## config.mk

```make
export PLATFORM = sky130hd
export DESIGN_NAME = key_value_set_table
export DESIGN_NICKNAME = d
export VERILOG_FILES = /design/src/rtl/core/kvst_pkg.sv /design/src/rtl/core/key_value_set_table.sv
export SDC_FILE = /design/constraint.sdc
export NUM_CORES = 2
export LEC_CHECK = 0
export BUFFER_PORTS_ARGS = -buffer_cell sky130_fd_sc_hd__buf_2
export CAP_MARGIN = 25
export CELL_PAD_IN_SITES_DETAIL_PLACEMENT = 1
export CELL_PAD_IN_SITES_GLOBAL_PLACEMENT = 1
export CORE_ASPECT_RATIO = 0.5
export CORE_MARGIN = 4
export CORE_UTILIZATION = 51
export DETAILED_ROUTE_END_ITERATION = 10
export PLACE_DENSITY_LB_ADDON = 0.1
export SLEW_MARGIN = 20
export SYNTH_ARGS = -nofsm -noshare
export SYNTH_HDL_FRONTEND = slang
export SYNTH_SLANG_ARGS = --single-unit
```

## constraint.sdc

```tcl
create_clock -name clk -period 4.8 [get_ports clk]
set_input_delay 0.24 -clock clk [delete_from_list [all_inputs] [get_ports clk]]
set_output_delay 0.24 -clock clk [all_outputs]
set_load 0.02 [all_outputs]
```

## src/rtl/core/kvst_pkg.sv

```systemverilog
// kvst_pkg: sizes, widths and command codes for the key-value set table.
// No dependencies; imported by key_value_set_table.
`default_nettype none

package kvst_pkg;

  localparam int CAPACITY = 64;
  localparam int IDX_W    = $clog2(CAPACITY);
  localparam int CNT_W    = $clog2(CAPACITY + 1);
  localparam int KEY_W    = 32;
  localparam int VAL_W    = 32;
  localparam int CMD_W    = 2;

  localparam logic [CMD_W-1:0] CMD_INSERT = 2'd0;
  localparam logic [CMD_W-1:0] CMD_DELETE = 2'd1;
  localparam logic [CMD_W-1:0] CMD_FIND   = 2'd2;

  typedef struct packed {
    logic [KEY_W-1:0] key;
    logic [VAL_W-1:0] value;
  } entry_t;

endpackage

`default_nettype wire

```

## src/rtl/core/key_value_set_table.sv

```systemverilog
// key_value_set_table: one bucket of a key-value set held in an entry memory
// with one read and one write port and per-entry valid flags. Depends on kvst_pkg.
//
// Input channel (in_valid/in_stall) carries cmd, key and value_in; output
// channel (out_valid/out_stall) carries success, full_res and value_out, one
// result transaction per input transaction, in order.
// Insert adds the pair only if the key is absent (full_res when all CAPACITY
// entries are in use), delete removes it and returns the value, find returns
// the value; an unused command gives an all-zero result and changes nothing.
// Each request scans the entry memory one address per cycle through its single
// read port, stopping early when the key is found, and its result is loaded
// into the output register once that register is free. One request is in work at a
// time: in_stall is high from acceptance until the result is loaded, so the
// table cannot take a new request before it is through with the last one.
// The output register holds a result while out_stall is high; the next request
// can be accepted and scanned meanwhile, and only its completion waits for the
// output register to free up.
// Reset (rst, synchronous) clears all valid flags, the entry count and both
// channels' control state; no clearing pass is needed.
`default_nettype none

module key_value_set_table
  import kvst_pkg::*;
(
  input  wire logic             clk,
  input  wire logic             rst,
  input  wire logic             in_valid,
  output logic                  in_stall,
  input  wire logic [CMD_W-1:0] cmd,
  input  wire logic [KEY_W-1:0] key,
  input  wire logic [VAL_W-1:0] value_in,
  output logic                  out_valid,
  input  wire logic             out_stall,
  output logic                  success,
  output logic                  full_res,
  output logic [VAL_W-1:0]      value_out
);

  typedef enum logic [1:0] {S_IDLE, S_SCAN, S_DONE} state_t;

  state_t              state;
  logic [CMD_W-1:0]    cmd_q;
  logic [KEY_W-1:0]    key_q;
  logic [VAL_W-1:0]    val_q;

  logic [CAPACITY-1:0] entry_valid;
  logic [CNT_W-1:0]    entry_count;

  logic [IDX_W-1:0]    rd_addr;
  logic                issue_en;
  logic                cmp_vld;
  logic [IDX_W-1:0]    cmp_idx;
  logic                cmp_valid;
  entry_t              rd_data;

  logic                hit_found;
  logic [IDX_W-1:0]    hit_idx;
  logic [VAL_W-1:0]    hit_val;
  logic                free_found;
  logic [IDX_W-1:0]    free_idx;

  entry_t              mem [CAPACITY];
  logic                mem_we;
  logic [IDX_W-1:0]    mem_waddr;
  entry_t              mem_wdata;

  logic                match;
  logic                cmp_last;
  logic                out_free;
  logic                table_full;

  assign match      = cmp_vld && cmp_valid && (rd_data.key == key_q);
  assign cmp_last   = cmp_vld && (cmp_idx == IDX_W'(CAPACITY - 1));
  assign out_free   = !out_valid || !out_stall;
  assign table_full = (entry_count == CNT_W'(CAPACITY));
  assign in_stall   = (state != S_IDLE);

  assign mem_we    = (state == S_DONE) && out_free && (cmd_q == CMD_INSERT) &&
                     !hit_found && !table_full;
  assign mem_waddr = free_idx;
  assign mem_wdata = '{key: key_q, value: val_q};

  always_ff @(posedge clk) begin
    if (mem_we) begin
      mem[mem_waddr] <= mem_wdata;
    end
    rd_data <= mem[rd_addr];
  end

  always_ff @(posedge clk) begin
    if (rst) begin
      state       <= S_IDLE;
      entry_valid <= '0;
      entry_count <= '0;
      issue_en    <= 1'b0;
      cmp_vld     <= 1'b0;
      out_valid   <= 1'b0;
    end else begin
      if (out_valid && !out_stall && (state != S_DONE)) begin
        out_valid <= 1'b0;
      end
      unique case (state)
        S_IDLE: begin
          if (in_valid) begin
            cmd_q      <= cmd;
            key_q      <= key;
            val_q      <= value_in;
            rd_addr    <= '0;
            issue_en   <= 1'b1;
            cmp_vld    <= 1'b0;
            hit_found  <= 1'b0;
            free_found <= 1'b0;
            state      <= S_SCAN;
          end
        end
        S_SCAN: begin
          cmp_vld <= issue_en && !(match || cmp_last);
          if (issue_en) begin
            cmp_idx   <= rd_addr;
            cmp_valid <= entry_valid[rd_addr];
            if (!entry_valid[rd_addr] && !free_found) begin
              free_found <= 1'b1;
              free_idx   <= rd_addr;
            end
            rd_addr <= rd_addr + 1'b1;
          end
          if (match || cmp_last ||
              (issue_en && (rd_addr == IDX_W'(CAPACITY - 1)))) begin
            issue_en <= 1'b0;
          end
          if (match) begin
            hit_found <= 1'b1;
            hit_idx   <= cmp_idx;
            hit_val   <= rd_data.value;
          end
          if (match || cmp_last) begin
            state <= S_DONE;
          end
        end
        S_DONE: begin
          if (out_free) begin
            out_valid <= 1'b1;
            unique case (cmd_q)
              CMD_INSERT: begin
                success   <= !hit_found && !table_full;
                full_res  <= !hit_found && table_full;
                value_out <= '0;
                if (!hit_found && !table_full) begin
                  entry_valid[free_idx] <= 1'b1;
                  entry_count           <= entry_count + 1'b1;
                end
              end
              CMD_DELETE: begin
                success   <= hit_found;
                full_res  <= 1'b0;
                value_out <= hit_found ? hit_val : '0;
                if (hit_found) begin
                  entry_valid[hit_idx] <= 1'b0;
                  entry_count          <= entry_count - 1'b1;
                end
              end
              CMD_FIND: begin
                success   <= hit_found;
                full_res  <= 1'b0;
                value_out <= hit_found ? hit_val : '0;
              end
              default: begin
                success   <= 1'b0;
                full_res  <= 1'b0;
                value_out <= '0;
              end
            endcase
            state <= S_IDLE;
          end
        end
        default: state <= S_IDLE;
      endcase
    end
  end

endmodule

`default_nettype wire
```

==> reports/summary.md <==
The vertical extent of the die was 411 um; the placer's final routability congestion estimate was 0.816. The flow ran to the end, and the final reports show no timing, DRC or antenna violations. The logs give 0 for the number of buffers inserted to repair setup after CTS and 6843 for the total nets after synthesis. The most used flip-flop cell after synthesis is edfxtp_1. The finished layout holds 12.1k standard cells, fillers aside.

The first global-routing pass estimated 685 mm of wire. Proportion of synthesized flip-flops having asynchronous set or reset: 0%. The synthesis-to-finish area growth was 14.6%. The worst setup path is launched from a flop.

The tools report the gate count after technology mapping as 6763. The routed wire length is 492 mm. The run gives 59.0% as the core utilization of the finished layout. The clock arrives with 47.5 ps of skew. Of the synthesized area, sequential elements account for 78.7%. The arrival time of data at the critical path endpoint is 4720 ps, and the final period utilization is 86.6%. Yosys mapped a number of flops with a built-in enable equal to 4255.

The top cell types in the final layout, fill and taps aside, are edfxtp_1, mux4_2, clkbuf_16. The mapped netlist covers 166000 sq um. The average wire per standard cell works out to 40.6 um. The post-route cell area is 190000 sq um.

For this run, the total global-route usage over all layers was measured as 29.6%. Traced cell by cell, the critical path runs through xor2_1 > nor4_1 > buf_4 > nand4_1 > or4_1 > nor3_4 > buf_4. TritonCTS built the clock tree. Required time reported for the critical path endpoint: 5360 ps.

The critical path starts at key_q[25]$_DFFE_PP_. The library cell used most frequently in the layout, excluding fill and tap cells, is edfxtp_1. The run gives 0 as the final number of max-transition violations. The cell leakage power was 58.8 nW; the count of endpoints failing hold in the final timing report was 0. The maximum single-stage delay on the critical path was 960 ps; the number of standard-cell rows in the floorplan was 147. Cell type with the largest total area after synthesis: edfxtp_1. After synthesis, the netlist uses 48 different library cells. The cell type group with the largest total delay on the critical path is simple AND/OR/NAND/NOR gates. The tools report the net count of the finished layout as 7549.

The die is 814 um wide. The most critical setup path has its endpoint at hit_val[16]$_DFFE_PP_. The element type at the critical path end was a flop. Based on the critical path, the design can be clocked at up to 241 MHz. After synthesis, the cell types taking the most area are edfxtp_1, mux4_2, dfxtp_1. The total power density per cell area came out at 405 nW/um^2.

The via density per instance works out to 6.72. The number of buffers added on ports was 105. The maximum fanout encountered on the critical timing path is 26. The final route contains 81.4k vias. Number of antenna violations at the first check in global routing: 19. By instance count, the cell type seen most on the critical path is buf_4. In this run the worst hold path is classified as in2reg. By startpoint and endpoint, the worst setup path is classified as reg2reg. The detail route stage leaves a number of antenna-violating nets equal to 0.

The cell count after placement came out at 11.3k. For this design the top-level I/O count stands at 106. Averaged over all synthesized cells, the footprint is 24.5 sq um. The run gives 5 as the CTS H-tree depth. Startpoint of the most critical register-to-register path: key_q[25]$_DFFE_PP_. The clock transition at the register clock pins on the worst setup and hold paths after CTS came out at 70 ps.

Setup repair after global routing left no endpoint under its margin. After the first detailed-routing iteration, the DRC count stood at 13.3k. The flop-to-flop setup slack was 640 ps. Summed over all nets, the half-perimeter wirelength after detailed placement is 280 mm. The tools report the number of max-cap violations as 0. The worst pin sits at a relative slew slack of 27.5%.

Subtracting the final worst setup slack from the clock period gives 4160 ps. After detailed routing, the number of remaining DRC violations is 0. The count of state elements after synthesis works out to 4395. The clock passes through at most 4 buffers. Setup violations remaining at the end of the flow were counted as 0. In this run the standard cell core region covers 322000 sq um. The worst-case reg-to-reg path depth is 7. The design draws 77.0 mW.

For this configuration, the core starts out at a cell density of 51.5%. The buffering stage count on the worst path with inverters included is 2. The tools report the standard cell area after detailed placement as 177000 sq um. Clock tree synthesis inserted a total of 380 buffers. After global routing the overflow that remains totals 0.

Adding up every negative setup slack in the final design gives 0 ps. VDD sags by at most 0.306 mV. The first detailed-routing pass ran for 7 iterations. The transition time at the pin with the least slew margin was 1090 ps; the number of clock sinks seen by CTS was 4395. The source-to-sink clock delay at the later pin of the worst-skew pair was 960 ps. Highest-delay cell along the critical path: or4_1.

The root buffer cell chosen for the clock tree is clkbuf_16. The post-route netlist has 32.4% of its cells at a drive strength greater than 1. The worst register-to-register path ends at hit_val[16]$_DFFE_PP_. The number of global-route vias before repair came out at 82.9k.

Post-CTS repair changed the size of 0 cells. The logic depth of the worst path, buffers included is 7, and the area enclosed by the die boundary is 335000 sq um. The maximum number of pins on one net before global-route repair was 86. The portion of synthesized cell area occupied by the leading cell type came out at 77.1%. The Yosys step of the flow raised 0 warnings.
[registers in the layout, indices dropped and copies added, names as in the netlist, 2 cells and up]
register and cells:
entry_count 7, rd_data 64, mem 4096, value_out 32, cmp_idx 6, key_q 32
state 2, entry_valid 64, hit_val 32, free_idx 6, val_q 32, hit_idx 6
rd_addr 6, cmd_q 2
[cells in the mapped netlist (46+ instances only)]
cell type,instances
edfxtp_1,4255
buf_2,102
nor2_1,105
a31oi_1,53
buf_1,48
mux4_2,1316
dfxtp_1,140
clkbuf_1,203
nor2b_1,46
a211oi_1,111
nand2_1,109
a21oi_1,63
[worst reg2reg max path, cell delays in order, from the launching register on]
cell      delay, ps
edfxtp_1        400
xor2_1          250
nor4_1          780
buf_4           260
nand4_1         230
or4_1           960
nor3_4          310
buf_4           490
[stage by stage]
stage	setup slack, ps	hold WS, ps
after floorplan	145	339
after global placement	819	388
after detailed placement	770	390
after CTS	710	3.51
after global routing	556	43.2
final	645	60.8
[power by group]
part / switching, mW / internal (mW) / leakage [nW] / total (mW)
logic: 2.14 / 1.63 / 13.5 / 3.77
registers: 0.116 / 42.1 / 39.4 / 42.2
clock network: 14.1 / 16.9 / 5.97 / 31.0
total: 16.4 / 60.6 / 58.8 / 77.0
[logic make-up after synthesis]
kind of cell             Yosys count  synth area share (%)
flip-flops                      4395                  78.7
multiplexers                    1332                  18.0
buffers and inverters            373                 0.939
AND/OR/NAND/NOR                  368                  1.08
AO/OA/AOI/OAI                    244                 0.967
XOR/XNOR                          41                 0.217
adder cells (fa/ha/maj)           10                0.0800
[repair_timing]
action,in CTS,in global routing
hold endpoints to repair,86,0
setup endpoints to repair,0,0
hold buffers,102,0
[worst min path at each step]
stage	startpoint	end	cells after the start
after global routing	key[19]	key_q[19]$_DFFE_PP_	2
after detailed placement	rd_data[10]$_DFF_P_	hit_val[10]$_DFFE_PP_	0
after global placement	rd_data[31]$_DFF_P_	hit_val[31]$_DFFE_PP_	0
final	key[19]	key_q[19]$_DFFE_PP_	2
after floorplan	cmd[0]	cmd_q[0]$_DFFE_PP_	0
after CTS	key[19]	key_q[19]$_DFFE_PP_	2
[cell type report]
class | count | area [sq um]
fillers | 25900 | 132000
diodes | 21 | 52.6
well taps | 4321 | 5410
clock buffers | 491 | 10300
multi-input cells | 1995 | 34200
repair buffers | 682 | 7440
clock inverters | 207 | 1980
inverters | 15 | 58.8
flip-flops and latches | 4395 | 131000
[metal layers]
metal / GRT usage, % / wire [um] / up-vias
met2: 43.2 / 220000 / 4963
met3: 6.62 / 56200 / 720
met5: 0 / 13 / -
li1: - / - / 30700
met1: 46.2 / 204000 / 45100
met4: 6.64 / 11900 / 2
Note: power is estimated with default switching activity, not from simulation.
